--- config.mk ---
export PLATFORM = sky130hd
export DESIGN_NAME = rbs_queue
export DESIGN_NICKNAME = d
export VERILOG_FILES = /design/src/design/rbs_pkg.sv /design/src/design/rbs_queue.sv
export SDC_FILE = /design/constraint.sdc
export NUM_CORES = 1
export LEC_CHECK = 0
export ABC_CLOCK_PERIOD_IN_PS = 1900
export BUFFER_PORTS_ARGS = -buffer_cell sky130_fd_sc_hd__buf_2
export CORE_ASPECT_RATIO = 1.1
export CORE_MARGIN = 2
export CORE_UTILIZATION = 45
export DETAILED_ROUTE_END_ITERATION = 10
export PLACE_DENSITY = 0.67
export SYNTH_ARGS = -nofsm -noshare
export SYNTH_HDL_FRONTEND = slang
export SYNTH_SLANG_ARGS = --single-unit
--- constraint.sdc ---
create_clock -name clk_i -period 1.9 [get_ports clk_i]
set_input_delay 0 -clock clk_i [delete_from_list [all_inputs] [get_ports clk_i]]
set_output_delay 0 -clock clk_i [all_outputs]
set_load 0.05 [all_outputs]
--- src/design/rbs_pkg.sv ---
package rbs_pkg;

  localparam int CH_BITS      = 8;
  localparam int PIX_BITS     = 3 * CH_BITS;
  localparam int ROW_BITS     = 13;
  localparam int OROW_BITS    = 12;
  localparam int FW_BITS      = 11;
  localparam int FH_BITS      = 13;
  localparam int CFG_BITS     = 13;
  localparam int HEIGHT_LIMIT = 4096;
  localparam int SUM_BITS     = 12;
  localparam int RECIP_BITS   = 15;
  localparam int RECIP_SHIFT  = 16;
  localparam int PROD_BITS    = SUM_BITS + RECIP_BITS;
  localparam logic [SUM_BITS-1:0] SUM_MAX = 12'd2295;

  localparam logic [0:0] CFG_WIDTH  = 1'b0;
  localparam logic [0:0] CFG_HEIGHT = 1'b1;

  // multiply-shift reciprocals, exact for sums up to 9*255
  localparam logic [RECIP_BITS-1:0] RECIP_NINE = 15'd7282;
  localparam logic [RECIP_BITS-1:0] RECIP_SIX  = 15'd10923;
  localparam logic [RECIP_BITS-1:0] RECIP_FOUR = 15'd16384;

  typedef enum logic [1:0] {
    DIV_NINE,
    DIV_SIX,
    DIV_FOUR
  } div_e;

  typedef struct packed {
    logic [CH_BITS-1:0] red;
    logic [CH_BITS-1:0] green;
    logic [CH_BITS-1:0] blue;
  } pix_t;

  typedef struct packed {
    logic               cmd;
    logic [CH_BITS-1:0] red_in;
    logic [CH_BITS-1:0] green_in;
    logic [CH_BITS-1:0] blue_in;
  } in_t;

  typedef struct packed {
    logic [CH_BITS-1:0] red_out;
    logic [CH_BITS-1:0] green_out;
    logic [CH_BITS-1:0] blue_out;
    logic               frame_done;
  } out_t;

  typedef struct packed {
    logic emit;
    logic left;
    logic right;
    logic top;
    logic bottom;
    logic done;
  } meta_t;

  localparam int META_BITS = $bits(meta_t);

  function automatic logic [RECIP_BITS-1:0] recip(input div_e d);
    logic [RECIP_BITS-1:0] m;
    unique case (d)
      DIV_NINE: m = RECIP_NINE;
      DIV_SIX:  m = RECIP_SIX;
      DIV_FOUR: m = RECIP_FOUR;
      default:  m = RECIP_NINE;
    endcase
    return m;
  endfunction

endpackage

--- src/design/rbs_queue.sv ---
module rbs_queue import rbs_pkg::*; #(
  parameter int DW = 40
) (
  input  logic          clk_i,
  input  logic          rst_ni,
  input  logic          push_i,
  input  logic [DW-1:0] push_data_i,
  output logic          full_o,
  input  logic          pop_i,
  output logic          valid_o,
  output logic [DW-1:0] head_o
);

  localparam int DEPTH = 4;
  localparam int AW    = 2;

  logic [DW-1:0] mem_q [DEPTH];
  logic [AW-1:0] wr_ptr_q, rd_ptr_q;
  logic [AW:0]   cnt_q;

  assign full_o  = cnt_q == (AW+1)'(DEPTH);
  assign valid_o = cnt_q != '0;
  assign head_o  = mem_q[rd_ptr_q];

  always_ff @(posedge clk_i) begin
    if (push_i) begin
      mem_q[wr_ptr_q] <= push_data_i;
    end
  end

  always_ff @(posedge clk_i or negedge rst_ni) begin
    if (!rst_ni) begin
      wr_ptr_q <= '0;
      rd_ptr_q <= '0;
      cnt_q    <= '0;
    end else begin
      if (push_i) wr_ptr_q <= wr_ptr_q + 2'd1;
      if (pop_i)  rd_ptr_q <= rd_ptr_q + 2'd1;
      if (push_i && !pop_i) begin
        cnt_q <= cnt_q + 3'd1;
      end else if (pop_i && !push_i) begin
        cnt_q <= cnt_q - 3'd1;
      end
    end
  end

  a_no_overflow: assert property (@(posedge clk_i) disable iff (!rst_ni)
    push_i |-> !full_o)
    else $error("queue push while full");

  a_no_underflow: assert property (@(posedge clk_i) disable iff (!rst_ni)
    pop_i |-> valid_o)
    else $error("queue pop while empty");

endmodule

Yosys cells after proc, flatten, opt, wreduce, memory -nomap -nowiden:

Memories as Yosys holds them, arrays and structs flattened.
Cells that the tools add are included.

* register bits after elaboration: 7
* latch bits: 0
* bits in writable memories: 160
* ROM bits: 0
* input bits: 44
* output and inout bits: 42
* logic and storage cells: 19
* memories kept: 1

Memory list
* mem_q: words 4, width 40, rd ports 1, clocked after memory_dff 0, wr ports 1, line rbs_queue.sv:17 `logic [DW-1:0] mem_q [DEPTH];`

* add/sub/neg operators: 4
* $mul: 0
* div/mod/pow operators: 0
* magnitude comparators: 0
* eq/ne operators: 1
* shifts and indexed selects: 0
* mux-type cells: 4
* bitwise gates (word level): 0
* reductions and logical operators: 6

Operator list (number)
* 3-bit 2-to-1 mux: 2
* 2-bit by 1-bit adder with 2-bit output (second input constant): 2
* 3-bit by 1-bit adder with 3-bit output (second input constant): 1
* 3-bit equality test (second input constant): 1
* 3-bit nonzero test: 1
* 3-bit by 1-bit subtractor with 3-bit output (second input constant): 1
* 1-bit logical AND: 2
* 1-bit logical NOT: 2
* 1-bit 2-to-1 mux: 2
* 2-bit nonzero test: 1

Depth between registers and ports, before layout:

* word-level depth: 4
* mapped depth: 7
* depth with buffers taken out: 7

Least setup slack after synthesis:

No wires, ideal clock.

* kind: register to register
* start point: reg wr_ptr_q[0]
* end point: mem mem_q[2][0], enable pin
* setup time: 0.401 ns
* data arrival time: 1.584 ns
* required time: 1.499 ns
* slack: -0.085 ns
* stages on the path, launching flop included: 4
* path buffers: 0
* period minus slack after synthesis: 1.985 ns
* cell sequence: dfrtp_1 inv_1 ha_1 and2_1

RTL lines
* start, declared: line rbs_queue.sv:18 `logic [AW-1:0] wr_ptr_q, rd_ptr_q;`
* start signal, assigned: line rbs_queue.sv:37 `if (push_i) wr_ptr_q <= wr_ptr_q + 2'd1;`
* end, declared: line rbs_queue.sv:17

No word-level cell before the write port.

Final worst setup path:

* start point: reg rd_ptr_q[0]
* end point: out head_o[18]

* word-level cells in the longest chain between the ends: 1

Ends and longest elaborated chain
* start, declared: line rbs_queue.sv:18
* start signal, assigned: line rbs_queue.sv:38 `if (pop_i) rd_ptr_q <= rd_ptr_q + 2'd1;`
* memory 4 x 40 bit
* end, declared: line rbs_queue.sv:11 `output logic [DW-1:0] head_o`

No other way between the ends.

==> results.md <==
- Count of routing violations after the opening detailed-route iteration: 182
- Maximum number of pins on one net before global-route repair: 42
- Number of nets produced by synthesis: 294
- Minimum clock period: 1.84 ns
- Starting Density: 45.5%
- Number of cell instances on the worst register-to-register path: 4
- Core ar.: 13700 um2
- Clock network latency to the later pin of the worst-skew pair: 0.41 ns
- End of the worst register-to-register path: mem_q[2][14]
- Buffer cell driving the clock tree root: clkbuf_16
- Antenna Nets Post-Route: 0
- Switching share of power: 37.1%
- Number of port buffers: 85
- Slew Viols, Final: 0
- Max-cap violation count: 0
- Number of warnings printed during yosys synthesis: 0
- Average instance area after synthesis: 25.5 um2
- Gate Count Post-Synth: 244
- Setup violators final: 0
- Wire length per cell: 18.5 um
- Die footprint: 14800 um2
- Final-stage net count: 447
- Number of buffers on the longest clock path: 2
- CP Capture Point: head_o[18]
- Critical path type: flop to output port
- Worst hold path type: primary input to flop
- Routed via count: 3025
- Worst setup slack before clock tree synthesis: 0.424 ns
- Power share of the clock group: 23.7%
- Largest driver fanout on the critical path: 7
- Routability congestion estimate from global placement: 0.678
- Clk sink count: 167
- Syn Std Cell Area: 6220 um2
- Area growth from synthesis to layout: 28.9%
- GR Util All Layers: 15.7%
- Clock tree from TritonCTS: yes
- Arrival time of data at the critical path endpoint: 1.84 ns
- Achievable frequency: 544 MHz
- Worst Tran Pin Value: 0.391 ns
- Number of H-tree levels: 4
- Clock Skews: 0.00366 ns
- Share of total power in sequential cells: 36.8%
- Count of TritonRoute iterations in the first routing pass: 4
- GR Overflow Total: 0
- Final count of hold timing violations: 0
- Run status: complete, no violations
- Internal cell power: 8590 uW
- Leakage power summed over all cells: 0.00282 uW
- PwrDens: 1700 nW/um2
- Worst reg2reg path startpoint: wr_ptr_q[0]
- Num CTS Buffers: 17
- #FFs+latches synth: 167
- Nature of the critical path endpoint: output port
- Number of distinct library cell variants in the gate-level netlist after synthesis: 20
- Detailed-route DRC error count: 0
- Portion of the clock cycle consumed by the worst path in the final layout: 96.8%
- Vias per inst: 5.05
- Register-to-register setup slack: 0.45 ns
- Fraction of layout instances using a drive strength above 1: 42.2%
- Die Y-Extent: 127 um
- Sum of routed wire length over all layers: 11100 um
- Wire length of the first global-routing pass: 16600 um
- Setup repair after global routing missed its margin: yes
- Switching pwr: 5060 uW
- Estimated wirelength of the detail-placed design: 6290 um
- Worst IR Drop VDD: 1.17 mV
- Reg clk slew, reported paths: 0.06 ns
- Initial antenna violation count: 1
- Die X: 116 um
- Max-slew headroom: 73.8%
- Count of standard-cell rows: 45
- Via count of the first global-routing pass: 3148
- Sequential fraction of the synthesis area: 80.1%
- Top-level I/O count: 86
- Worst Hold Margin: 0.328 ns
- Least setup slack across all paths after layout: 0.0606 ns
- Kind of launch point of the worst setup path: flop
- Source of the critical timing path: rd_ptr_q[0]
- Worst endpoint required time: 1.90 ns
- Proportion of power drawn by combinational gates: 39.5%
- Post-Route Setup TNS: 0 ns
==> layout by cell type (no fill, tap or decap), types with 2 or more instances in the layout <==
master and instances:
and2_2 4, buf_12 6, buf_2 82, buf_4 7, buf_6 3, bufinv_16 2, clkbuf_16 19, clkinv_1 4
clkinv_4 2, clkinvlp_4 5, dfrtp_1 5, dfrtp_2 2, dlygate4sd3_1 44, edfxtp_1 160, ha_1 5, inv_1 4
mux4_2 39, nand2_1 2, xnor2_1 2, xor2_1 4
==> cells by family after synthesis <==
family,count (synthesis),synth area share (%)
xor+xnor,6,0.845
flops,167,80.1
buf+inv,14,2.09
compound gates,1,0.0804
fa+ha+maj,6,1.33
mux,41,14.8
simple gates,9,0.805
==> cell usage after synthesis, drive strengths merged <==
cell,n,area (um2)
mux4,40,908
o21ai,1,5.00
ha,5,62.6
dfrtp,7,175
mux2,1,11.3
xor2,4,35.0
or3,1,6.26
fa,1,20.0
xnor2,2,17.5
nand2,2,7.51
nor3b,1,7.51
and2,4,25.0
inv,4,15.0
buf,9,111
clkbuf,1,3.75
edfxtp,160,4800
nor2,1,3.75
==> layout make-up <==
cell class / count / area (um2)
repair buffers: 144 / 1110
inverters: 4 / 15.0
fillers: 1036 / 5660
multi-input cells: 63 / 1110
diodes: 1 / 2.50
well taps: 188 / 235
clock buffers: 18 / 429
clock inverters: 14 / 135
flip-flops and latches: 167 / 4980
==> registers in the layout (all words and copies together), names as in the netlist <==
name,count
mem_q,160
rd_ptr_q,2
cnt_q,3
wr_ptr_q,2
==> repair_timing <==
item,in CTS,in global routing
resized for setup,2,5
endpoints found under the hold margin,171,0
hold buffers,44,0
cloned,0,3
setup endpoints to repair,9,31
setup buffers,0,1
==> stage by stage <==
step / instances / power [uW] / utilization [%] / area, um2
finish: 599 / 13700 / 58.6 / 8020
global route: 599 / 14300 / 58.6 / 8020
CTS: 594 / 13600 / 57.9 / 7930
detailed placement: 518 / 10300 / 50.6 / 6920
global placement: 518 / 10200 / 50.6 / 6920
floorplan: 244 / 9170 / - / 6220
==> power by group through the flow <==
stage          registers [uW]  logic (uW)  clock network [uW]
2_1_floorplan            5030        4140                   0
3_5_place_dp             5110        5150                   0
4_1_cts                  5030        5240                3330
3_3_place_gp             5060        5140                   0
5_1_grt                  5090        5730                3450
6_report                 5020        5400                3230
==> how the worst min path moves through the flow <==
stage                     depth (start not counted)             from           end
after floorplan                                   0           rst_ni      cnt_q[0]
after global placement                            1           rst_ni      cnt_q[1]
after detailed placement                          1           rst_ni      cnt_q[1]
after CTS                                         3            pop_i   rd_ptr_q[0]
after global routing                              2  push_data_i[14]  mem_q[0][14]
final                                             3            pop_i   rd_ptr_q[0]
==> worst max-delay path, stage by stage, from the launching register on <==
cell	delay, ns
dfrtp_2	0.39
buf_12	0.13
buf_6	0.17
mux4_2	0.51
buf_2	0.22
==> routing by layer <==
layer	vias up	global-route usage, %	wire (um)	part of all wire (%)
met5	-	0	0	0
met4	0	6.93	177	1.6
met3	14	4.51	452	4.1
met2	75	25.8	5810	52
met1	1600	19.6	4640	42
li1	1336	-	-	-
Power figures use the tool's default switching activity.
