$ cat config.mk
export PLATFORM = sky130hd
export DESIGN_NAME = rbs_front
export DESIGN_NICKNAME = d
export VERILOG_FILES = /design/src/design/rbs_pkg.sv /design/src/design/rbs_front.sv
export SDC_FILE = /design/constraint.sdc
export NUM_CORES = 1
export LEC_CHECK = 0
export BUFFER_PORTS_ARGS = -buffer_cell sky130_fd_sc_hd__buf_2
export CORE_MARGIN = 3
export CORE_UTILIZATION = 55
export CTS_BUF_LIST = sky130_fd_sc_hd__clkbuf_16
export DETAILED_ROUTE_END_ITERATION = 7
export PLACE_DENSITY = 0.77
export SYNTH_ARGS = -nofsm -noshare
export SYNTH_HDL_FRONTEND = slang
export SYNTH_SLANG_ARGS = --single-unit
$ cat constraint.sdc
create_clock -name clk_i -period 4.6 [get_ports clk_i]
set_input_delay 0.92 -clock clk_i [delete_from_list [all_inputs] [get_ports clk_i]]
set_output_delay 0.92 -clock clk_i [all_outputs]
set_load 0.03 [all_outputs]
$ cat src/design/rbs_pkg.sv
package rbs_pkg;

  localparam int CH_BITS      = 8;
  localparam int PIX_BITS     = 3 * CH_BITS;
  localparam int ROW_BITS     = 13;
  localparam int OROW_BITS    = 12;
  localparam int FW_BITS      = 11;
  localparam int FH_BITS      = 13;
  localparam int CFG_BITS     = 13;
  localparam int HEIGHT_LIMIT = 4096;
  localparam int SUM_BITS     = 12;
  localparam int RECIP_BITS   = 15;
  localparam int RECIP_SHIFT  = 16;
  localparam int PROD_BITS    = SUM_BITS + RECIP_BITS;
  localparam logic [SUM_BITS-1:0] SUM_MAX = 12'd2295;

  localparam logic [0:0] CFG_WIDTH  = 1'b0;
  localparam logic [0:0] CFG_HEIGHT = 1'b1;

  // multiply-shift reciprocals, exact for sums up to 9*255
  localparam logic [RECIP_BITS-1:0] RECIP_NINE = 15'd7282;
  localparam logic [RECIP_BITS-1:0] RECIP_SIX  = 15'd10923;
  localparam logic [RECIP_BITS-1:0] RECIP_FOUR = 15'd16384;

  typedef enum logic [1:0] {
    DIV_NINE,
    DIV_SIX,
    DIV_FOUR
  } div_e;

  typedef struct packed {
    logic [CH_BITS-1:0] red;
    logic [CH_BITS-1:0] green;
    logic [CH_BITS-1:0] blue;
  } pix_t;

  typedef struct packed {
    logic               cmd;
    logic [CH_BITS-1:0] red_in;
    logic [CH_BITS-1:0] green_in;
    logic [CH_BITS-1:0] blue_in;
  } in_t;

  typedef struct packed {
    logic [CH_BITS-1:0] red_out;
    logic [CH_BITS-1:0] green_out;
    logic [CH_BITS-1:0] blue_out;
    logic               frame_done;
  } out_t;

  typedef struct packed {
    logic emit;
    logic left;
    logic right;
    logic top;
    logic bottom;
    logic done;
  } meta_t;

  localparam int META_BITS = $bits(meta_t);

  function automatic logic [RECIP_BITS-1:0] recip(input div_e d);
    logic [RECIP_BITS-1:0] m;
    unique case (d)
      DIV_NINE: m = RECIP_NINE;
      DIV_SIX:  m = RECIP_SIX;
      DIV_FOUR: m = RECIP_FOUR;
      default:  m = RECIP_NINE;
    endcase
    return m;
  endfunction

endpackage

$ cat src/design/rbs_front.sv
module rbs_front import rbs_pkg::*; #(
  parameter int MAX_WIDTH = 1024
) (
  input  logic                         clk_i,
  input  logic                         rst_ni,
  input  logic                         cfg_we_i,
  input  logic [0:0]                   cfg_idx_i,
  input  logic [CFG_BITS-1:0]          cfg_data_i,
  input  logic                         push_i,
  input  in_t                          in_data_i,
  output logic [$clog2(MAX_WIDTH)-1:0] x_o,
  output pix_t                         bot_o,
  output meta_t                        meta_o
);

  localparam int XW = $clog2(MAX_WIDTH);
  localparam int WW = $clog2(MAX_WIDTH + 1);

  logic [FW_BITS-1:0]   fw_q;
  logic [FH_BITS-1:0]   fh_q;
  logic [WW-1:0]        eff_w;
  logic [FH_BITS-1:0]   eff_h;
  logic [XW-1:0]        in_col_q, out_col_q;
  logic [ROW_BITS-1:0]  in_row_q;
  logic [OROW_BITS-1:0] out_row_q;
  logic [WW:0]          in_col_nx, out_col_nx;
  logic [FH_BITS-1:0]   out_row_nx;
  logic                 in_col_last;
  meta_t                meta;

  always_comb begin
    if (fw_q < 11'd2) begin
      eff_w = WW'(2);
    end else if (32'(fw_q) > 32'(MAX_WIDTH)) begin
      eff_w = WW'(MAX_WIDTH);
    end else begin
      eff_w = WW'(fw_q);
    end
    if (fh_q < 13'd2) begin
      eff_h = FH_BITS'(2);
    end else if (32'(fh_q) > 32'(HEIGHT_LIMIT)) begin
      eff_h = FH_BITS'(HEIGHT_LIMIT);
    end else begin
      eff_h = fh_q;
    end
  end

  assign in_col_nx   = (WW+1)'(in_col_q) + (WW+1)'(1);
  assign out_col_nx  = (WW+1)'(out_col_q) + (WW+1)'(1);
  assign out_row_nx  = FH_BITS'(out_row_q) + FH_BITS'(1);
  assign in_col_last = in_col_nx >= (WW+1)'(eff_w);

  always_comb begin
    meta.emit   = (in_row_q >= 13'd2) || (in_row_q == 13'd1 && in_col_q != '0);
    meta.left   = out_col_q == '0;
    meta.right  = out_col_nx >= (WW+1)'(eff_w);
    meta.top    = out_row_q == '0;
    meta.bottom = out_row_nx >= eff_h;
    meta.done   = meta.right && meta.bottom;
  end

  assign meta_o = meta;
  assign x_o    = in_col_q;
  assign bot_o  = (in_row_q < eff_h && !in_data_i.cmd) ?
                  {in_data_i.red_in, in_data_i.green_in, in_data_i.blue_in} : '0;

  always_ff @(posedge clk_i or negedge rst_ni) begin
    if (!rst_ni) begin
      fw_q      <= 11'd640;
      fh_q      <= 13'd480;
      in_col_q  <= '0;
      in_row_q  <= '0;
      out_col_q <= '0;
      out_row_q <= '0;
    end else if (cfg_we_i) begin
      unique case (cfg_idx_i)
        CFG_WIDTH:  fw_q <= cfg_data_i[FW_BITS-1:0];
        CFG_HEIGHT: fh_q <= cfg_data_i[FH_BITS-1:0];
        default:    fw_q <= fw_q;
      endcase
      in_col_q  <= '0;
      in_row_q  <= '0;
      out_col_q <= '0;
      out_row_q <= '0;
    end else if (push_i) begin
      if (meta.emit && meta.done) begin
        in_col_q  <= '0;
        in_row_q  <= '0;
        out_col_q <= '0;
        out_row_q <= '0;
      end else begin
        if (in_col_last) begin
          in_col_q <= '0;
          in_row_q <= in_row_q + 13'd1;
        end else begin
          in_col_q <= in_col_nx[XW-1:0];
        end
        if (meta.emit) begin
          if (meta.right) begin
            out_col_q <= '0;
            out_row_q <= out_row_nx[OROW_BITS-1:0];
          end else begin
            out_col_q <= out_col_nx[XW-1:0];
          end
        end
      end
    end
  end

endmodule

# After elaboration in Yosys (flattened, before gate mapping)
# Cells that the tools add are included.
[word_totals]
mem_count = 0
elab_cells = 62
ram_bits = 0
regBits = 69
romBits = 0
latchBits = 0
out_inout_bits = 40
[classes]
order_cmp = 9
mul = 0
n_mux = 23
add_sub_neg = 4
n_eq_ne = 1
reduce_logical = 18
div = 0
shift = 0
bitwise_logic = 1
[op_table]
columns = ["cell", "n"]
rows = [
  ["$mux W10", 9],
  ["$mux W13", 6],
  ["$mux W12", 5],
  ["$mux W24", 1],
  ["$add A10 B1 Y11 const B", 2],
  ["$ge A11 B11 Y1", 2],
  ["$mux W11", 2],
  ["$add A12 B1 Y13 const B", 1],
  ["$add A13 B1 Y13 const B", 1],
  ["$eq A13 B1 Y1 const B", 1],
  ["$ge A13 B13 Y1", 1],
  ["$ge A13 B2 Y1 const B", 1],
  ["$gt A13 B13 Y1 const B", 1],
  ["$lt A13 B13 Y1", 1],
  ["$lt A13 B2 Y1 const B", 1],
  ["$logic_not A12 Y1", 1],
  ["$gt A11 B11 Y1 const B", 1],
  ["$lt A11 B2 Y1 const B", 1],
  ["$logic_not A10 Y1", 1],
  ["$reduce_bool A10 Y1", 1],
  ["$reduce_bool A3 Y1", 3],
  ["$reduce_and A2 Y1", 4],
  ["$logic_and A1 B1 Y1", 4],
  ["$reduce_and A3 Y1", 1],
  ["other kinds (4)", 4],
]

# Depth between registers and ports, before layout
# Gate-level depths: netlist of the first run.
[depth]
ltp_word = 9
mapped_depth = 15

# Least setup slack after synthesis of the first run
# OpenSTA, ideal clock, no wires.
[synth_path]
path_kind = "reg2out"
from = "register out_row_q[0]"
to = "output meta_o[0] (netlist bit)"
setup_slack_ns = 0.704
t_arrival_ns = 2.976
path_stages_with_launch = 13
n_path_buf = 0
cell_sequence = "dfrtp_1 ha_1 nand3_1 nor2_1 and3_1 xor2_1 ha_1 a21o_1 a21o_1 a21oi_1 o31ai_2 or2_2 and2_1"
[synth_rtl]
columns = ["element", "line", "rtl"]
rows = [
  ["from (decl)", "rbs_front.sv:25", "logic [OROW_BITS-1:0] out_row_q;"],
  ["from (signal assigned)", "rbs_front.sv:101", "out_row_q <= out_row_nx[OROW_BITS-1:0];"],
  ["to (decl)", "rbs_front.sv:13", "output meta_t meta_o"],
]

==> results of run 1 <==
## synthesized netlist by cell type, types with 5 or more instances
cell	number	area [um2]
a21o_1	14	105.1
a21oi_1	25	125.1
a41o_1	5	50.05
a41oi_1	6	52.55
and2_1	37	231.5
and3_1	22	137.6
clkbuf_1	12	45.04
dfrtp_1	63	1577
dfstp_2	6	157.7
ha_1	56	700.7
inv_1	20	75.07
mux2_2	22	247.7
nand2_1	52	195.2
nand3_1	25	125.1
nand3b_1	5	37.54
nand4_1	11	68.82
nor2_1	24	90.09
nor3_1	15	75.07
nor4_1	10	62.56
o21ai_0	28	140.1
o32ai_1	5	43.79
o41ai_1	6	52.55
xnor2_1	13	113.9
xor2_1	17	148.9
## kinds of logic (layout without fill, tap and decap cells)
group	after synthesis	count (layout)	synth area share, %
adder cells (fa/ha/maj)	56	56	14.05
buffers and inverters	37	127	2.860
AO/OA/AOI/OAI	112	113	15.23
XOR/XNOR	30	30	5.270
multiplexers	23	23	5.169
flip-flops	69	69	34.78
AND/OR/NAND/NOR	216	216	22.64
## routing by layer
metal	track usage, %	wire (um)	vias up
met5	0	0	-
met3	3.926	722	25
li1	-	-	2165
met2	47.23	7161	141
met4	9.816	316	0
met1	35.85	5759	2279
## critical path: stages, from the launching register on
cell,delay (ns)
dfrtp_1,0.40
nor4_1,0.29
and3_1,0.24
inv_1,0.07
o21ai_2,0.23
nand2_1,0.15
ha_1,0.32
a21oi_1,0.14
nor2b_1,0.06
o21ai_0,0.13
o21ai_0,0.10
nor3_1,0.23
o31a_2,0.33
and2_1,0.18
buf_2,0.20
## flip-flops by register name, indices dropped and copies added (netlist names)
name	cells
x_o	10
fh_q	13
out_col_q	10
in_row_q	13
fw_q	11
out_row_q	12
## worst paths after layout
check / startpoint / to / slack [ns] / depth (start not counted)
worst max-delay path: fh_q[11] / bot_o[4] / 0.29 / 14
worst min-delay path: fh_q[1] / fh_q[1] / 0.54 / 1
worst max register to register: out_col_q[0] / out_row_q[9] / 0.79 / 12
worst min register to register: fh_q[1] / fh_q[1] / 0.54 / 1
max in group asynchronous: rst_ni / fw_q[9] / 2.83 / 2
min in group asynchronous: rst_ni / out_row_q[6] / 0.80 / 1
## final cells by class
cell class | count | share of cell area, %
sequential | 69 | 29.53
clock buffer | 9 | 3.836
clock inverter | 7 | 1.790
tap | 108 | 2.301
multi-input combinational | 438 | 53.19
timing repair buffer | 90 | 8.012
inverter | 21 | 1.342
## power by group through the flow
stage | combinational, W | clock, W | sequential [W]
2_1_floorplan | 0.000215 | 0 | 0.000681
3_3_place_gp | 0.000305 | 0 | 0.000691
3_5_place_dp | 0.000320 | 0 | 0.000692
4_1_cts | 0.000324 | 0.000777 | 0.000682
5_1_grt | 0.000369 | 0.000802 | 0.000687
6_report | 0.000331 | 0.000773 | 0.000684
## cells in the final DEF, fill, tap and decap left out, types with 6 or more instances in the layout
master,n
a41oi_1,6
a21oi_1,25
inv_1,20
buf_2,82
and3_1,22
clkbuf_16,9
nor4_1,10
ha_1,56
and2_1,37
nand3_1,25
dfstp_2,6
mux2_2,22
o21ai_0,28
dfrtp_1,63
a21o_1,14
o41ai_1,6
nor3_1,15
nand2_1,52
nand4_1,11
buf_4,8
xnor2_1,13
nor2_1,24
xor2_1,17
## per-stage QoR
step	instance area [um2]	hold WS [ns]	power (W)	cells	worst slack, ns
3_5_place_dp	5513	0.5268	0.001012	723	0.3950
2_1_floorplan	4986	0.4900	0.0008962	543	0.7045
3_3_place_gp	5513	0.5161	0.0009960	723	0.6026
5_1_grt	5872	0.5629	0.001858	742	0.07158
4_1_cts	5843	0.5399	0.001783	739	0.02096
6_report	5872	0.5399	0.001788	742	0.2874
## timing repair
action / CTS / global route
resized for setup: 0 / 2
setup buffers: 0 / 2
endpoints found under the setup margin: 0 / 24
==> results, run 1 <==
- The hold buffer count at CTS is 0.
- The count of unresolved DRC violations after routing is 0.
- Of all flip-flops after synthesis, the portion carrying an async set or reset was 100.0%.
- After synthesis, the netlist uses between 40 and 50 different library cells.
- Of the cells placed in the final design, the portion with a size suffix greater than 1 is 22.24%.
- The Yosys step of the flow raised 0 warnings.
- The accumulated negative setup slack is 0 ns.
- The sequential element share of the synthesized area is 34.78%.
- Measured against its own limit, the worst slew margin works out to between 20% and 30%.
- The routed design has 13960 um of wire.
- Power spread over the standard cell area amounts to 304.6 nW/um2.
- Registers take around 1700 um2.
- The post-synth net total is between 600 and 700.
- The number of antenna violations at the first check in global routing is 0.
- The post-route clock skew is 0.006173 ns.
- The kind of critical path is reg -> out.
- The multi-input combinational cells in the finished layout cover a total of ~3100 um2.
- The worst path required time is 3.68 ns.
- The number of synthesized flops with an enable pin is 0.
- The detailed-router iteration count before antenna repair is 6.
- Per report_power, the sequential group accounts for 38.3% of the total.
- The worst-path maximum fanout is 12.
- The number of cells produced by synthesis is 543.
- The buffer levels on the longest clock path is 2.
- The most used flip-flop cell after synthesis is dfrtp_1.
- The number of global-route vias before repair is roughly 4500.
- The first global-routing pass estimated 22430 um of wire.
- Static timing analysis puts the maximum clock frequency at 231.9 MHz.
- The internal power component is 0.001255 W.
- The pin count of the biggest net entering global routing is 49.
- The flow ran to the end, and the final reports show no timing, DRC or antenna violations.
- The horizontal extent of the die is slightly above 100 um.
- After clock tree synthesis, the clock-pin slew on the worst setup and hold paths is roughly 0.06 ns.
- During I/O placement, the number of pins put on the boundary was 83.
- The number of rows created at floorplan is 34.
- The floorplan step set the die height to between 100 and 150 um.
- The wire length per cell after detailed routing is 18.81 um.
- At the later pin of the worst-skew pair, clock insertion delay measures 0.33 ns.
- Counting I/O delays and the setup requirement, the final critical path takes 4.313 ns.
- The tool flagged a number of max-cap violations equal to 0.
- Dividing the final minimum period by the clock period gives 93.75%.
- The detailed placement HPWL is 10280 um.
- Across the VDD grid, the largest voltage drop is 0.2342 mV.
- The TritonCTS buffer count is 9.
- The total count of hold-check failures in the final report is 0.
- The area growth from synthesis to layout is 17.77%.
- Clock tree synthesis selected as its root buffer the cell clkbuf_16.
- The total area inside the core boundary comes to between 8000 and 9000 um2.
- The congestion estimate from routability-driven global placement came to 0.9451.
- The mapped netlist covers between 4000 and 5000 um2.
- The CTS tree is yes.
- In this run the mean area of a mapped cell was just over 9 um2.
- Using the TritonRoute via totals, the vias-per-cell ratio works out to 6.213.
- The H-tree level count is 3.
- The final core utilization is 67.00%.
- Setup repair after global routing left no endpoint under its margin.
- The total grt overflow is 0.
- The synthesized design contains 69 register bits.
- The remaining antenna violation count after routing is 0.
- The proportion of power drawn by the clock network is 43.2%.
- The critical path arrival is 3.39 ns.
- Global routing used 27.66% of the available tracks across all layers.
- The switching power summed over all nets is 0.0005329 W.
- STA classifies the critical path endpoint as a primary output.
- The net count of the finished layout is 728.
- Counting every sink on the clock net gives 69.
- The number of endpoints failing setup at the final stage is 0.
- The number of filler cells placed in the layout is approximately 700.
- The number of pins with negative max-slew slack in the final report was 0.
- For the pin with the worst max-slew slack, the measured transition is 1.120 ns.
- The starting density of the core is between 50 and 60%.
- The analysis attributes to cell leakage a power of 3.022 nW.
- In this run the tool buffered the top-level ports with slightly above 80 buffer cells.
- The die footprint is 10240 um2.
- The worst min-delay path class is reg -> reg.
- The switching share of total power is 29.80%.
- In this run, the number of DRC markers left after iteration 0 of detailed routing was 306.
- The combinational share of power is 18.5%.
- The number of antenna cells inserted is 0.
- The via count is 4610.
- The worst setup path is launched from a register.
Note: power is estimated with default switching activity, not from simulation.
==> run 2, diff against run 1 <==
--- a/config.mk
+++ b/config.mk
@@ -8,7 +8,7 @@
 export BUFFER_PORTS_ARGS = -buffer_cell sky130_fd_sc_hd__buf_2
 export CORE_MARGIN = 3
 export CORE_UTILIZATION = 55
-export CTS_BUF_LIST = sky130_fd_sc_hd__clkbuf_16
+export CTS_BUF_LIST = sky130_fd_sc_hd__clkbuf_8
 export DETAILED_ROUTE_END_ITERATION = 7
 export PLACE_DENSITY = 0.77
 export SYNTH_ARGS = -nofsm -noshare
==> run 2 against run 1 <==
  * Die area stayed put
  * Combinational power hardly changed
  * Critical endpoint unchanged
  * Highest routed layer unchanged
  * Fmax is 0.29% lower
  * Flip-flop and latch count stayed put
  * Cell area is 1.7% lower
  * Via count is 0.41% lower
  * Wire length is 2.0% lower
  * Global-route usage is 0.40 points lower
  * Worst setup slack worse by 0.013 ns
  * Register-to-register slack hardly changed
  * Clock skew is 0.0037 ns higher
==> results, run 2 (synthesis gave the netlist of run 1 again) <==
- The run finished with clean final reports.
- The sum of routed wire length over all layers is 13680 um.
- The horizontal extent of the die is 101.2 um.
- The master cell of the clock root buffer is clkbuf_8.
- The worst path in the final design needs a cycle of 4.325 ns, including I/O delays and setup.
- TritonCTS created 9 clock buffers.
- The highest metal layer carrying signal wires in the routed design is met4.
- The standard cell with the maximum stage delay on the critical path is dfrtp_1.
- The detailed router finished its first iteration with a little over 300 violations.
- Summed over all nets, wire length on met3 after detailed routing comes to ~760 um.
- The critical path arrival is 3.41 ns.
- In the final design database the tool counted between 700 and 800 nets.
- In this run the worst hold path is classified as reg -> reg.
- The power density over cell area is 276.1 nW/um2.
- The first global-routing pass estimated 22060 um of wire.
- The post-route clock skew is ~0.0099 ns.
- The total count of hold-check failures in the final report is 0.
- The number of rows created at floorplan is 34.
- Summed over all nets, wire length on met2 after detailed routing comes to roughly 7000 um.
- Using the TritonRoute via totals, the vias-per-cell ratio works out to 6.187.
- The total grt overflow is 0.
- At the worst endpoint, the required time is 3.68 ns.
- The die is ~100 um tall.
- The via count is 4591.
- The placed instances occupy a cell area of 5513 um2.
- Setup violations remaining at the end of the flow were counted as 0.
- The first TritonRoute pass finished after 5 iterations.
- At the end of routability-driven placement, the weighted congestion stood at roughly 0.95.
- The area growth from synthesis to layout is 15.73%.
- The ratio of cells with drive above 1 in the final layout is 22.24%.
- Clock-pin slew was measured on the worst setup and hold paths at 0.08 ns.
- Setup repair after global routing left no endpoint under its margin.
- The largest registers in the layout are fh_q: 13 flops, in_row_q: 13 flops, out_row_q: 12 flops.
- In this run the remaining antenna-violating nets after routing total 0.
- The number of filler cells placed in the layout is 706.
- The detailed placement HPWL is 10280 um.
- Leaving out fill and tap cells, the most frequent cells in the layout are 82 x buf_2, 63 x dfrtp_1, 56 x ha_1, 52 x nand2_1, 37 x and2_1.
- The clock drives 69 sinks.
- Once the floorplan was initialized, standard cells occupied 56.90% of the core.
- After routing, the total negative slack on setup checks comes to 0 ns.
- The most frequent standard cell in the layout excluding fill and tap cells is buf_2.
- The worst setup path is captured at a primary output.
- The most numerous cell type found on the critical path is o21ai_0.
- At the pin with the least slew margin, the transition time is 1.122 ns.
- Once layout is complete, the cells apart from fillers number 742.
- The maximum clock rate is 231.2 MHz.
- The kind of critical path is reg -> out.
- The buffer levels on the longest clock path is 2.
- In the global route stage, overall resource usage came out at 27.26%.
- The die covers 10240 um2.
- Dividing the detail-routed wire length by the instance count gives roughly 18 um.
- The length of routed wiring on met1 is 5555 um.
- The number of antenna cells inserted is 0.
- STA classifies the critical path startpoint as a register.
- The standard cell core area is around 9000 um2.
- In this run the number of H-tree levels came out at 3.
- The signal on the critical path passes through nor4_1 -> and3_1 -> inv_1 -> o21ai_2 -> nand2_1 -> ha_1 -> a21oi_1 -> nor2b_1 -> o21ai_0 -> o21ai_0 -> nor3_1 -> o31a_2 -> and2_1 -> buf_2.
- The worst-path maximum fanout is 12.
- TritonCTS built the clock tree.
- On the worst path, the slowest cell contributes a delay of 0.41 ns.
- The count of unresolved DRC violations after routing is 0.
- The worst-case IR drop observed on VDD is around 0.22 mV.
- For the worst-skew pair, the clock arrives at the later sink with an insertion delay of around 0.36 ns.
- For this design the static power due to leakage is 2.976 nW.
- The pin count of the biggest net entering global routing is 49.
- In this run the count of I/O pins placed on the die edge is just over 80.
- Headroom to the max-slew limit came out at 25.19%.
- The number of buffers added on ports is 82.
- The number of global-route vias before repair came to 4441.
- The number of antenna violations at the first check in global routing is 0.
- Counting tap cells, the placed design contains a total of 723 instances.
- The final design instance area without fill is 5771 um2.
- The number of pins with negative max-slew slack in the final report was 0.
- The final clock period utilization by the worst path is 94.03%.
- The count of max-cap constraint violations is 0.
run 2: cell counts in the layout (fill, tap and decap cells not counted):
No cell type changed its count.
run 2: worst max-delay path, delay by kind of cell (launching register included):
family / cells / cell delay (ns)
AOI/OAI and AO/OA: 5 / 0.92
and+or+nand+nor: 6 / 1.14
DFF: 1 / 0.41
buffers and inverters: 2 / 0.27
adders and majority gates: 1 / 0.32
run 2: cell type report:
type	count	area [um2]	area share [%]
Clock buffer	9	123.9	2.147
Clock inverter	7	105.1	1.821
Inverter	21	78.83	1.366
Multi-Input combinational cell	438	3123	54.12
Sequential cell	69	1734	30.05
Tap cell	108	135.1	2.342
Timing Repair Buffer	90	470.5	8.153
run 2: where the power goes:
part / switching [W] / leakage (nW) / total (W) / internal, W
Clock: 0.000268 / 0.112 / 0.000581 / 0.000314
Combinational: 0.000203 / 1.96 / 0.000328 / 0.000125
Sequential: 0.0000377 / 0.903 / 0.000684 / 0.000646
run 2: stage by stage:
stage / hold WS (ns) / util [%] / total power (W) / setup slack, ns
2_1_floorplan: 0.4900 / - / 0.0008962 / 0.7045
3_3_place_gp: 0.5161 / 62.91 / 0.0009960 / 0.6026
3_5_place_dp: 0.5268 / 62.91 / 0.001012 / 0.3950
4_1_cts: 0.5450 / 65.53 / 0.001591 / 0.1951
5_1_grt: 0.5688 / 65.85 / 0.001660 / 0.03351
6_report: 0.5470 / 65.85 / 0.001593 / 0.2748
run 2: metal layers:
metal  vias to the layer above  global-route usage [%]
met5                         -                       0
met3                        34                   3.857
met1                      2233                   35.26
met4                         0                   10.12
li1                       2166                       -
met2                       158                   46.43
run 2: path summary, 6_finish.rpt:
kind | slack (ns) | cells after the start | from | endpoint
worst max-delay path | 0.27 | 14 | fh_q[11] | bot_o[4]
worst min-delay path | 0.55 | 1 | fh_q[1] | fh_q[1]
worst max register to register | 0.79 | 12 | out_col_q[0] | out_row_q[9]
worst min register to register | 0.55 | 1 | fh_q[1] | fh_q[1]
max in group asynchronous | 2.85 | 2 | rst_ni | fw_q[9]
min in group asynchronous | 0.77 | 1 | rst_ni | out_row_q[6]
run 2: repair_timing:
action	CTS	global route
resized for setup	1	1
setup endpoints to repair	4	24
buffers inserted	0	2
hold buffers	0	0
gates cloned	0	1
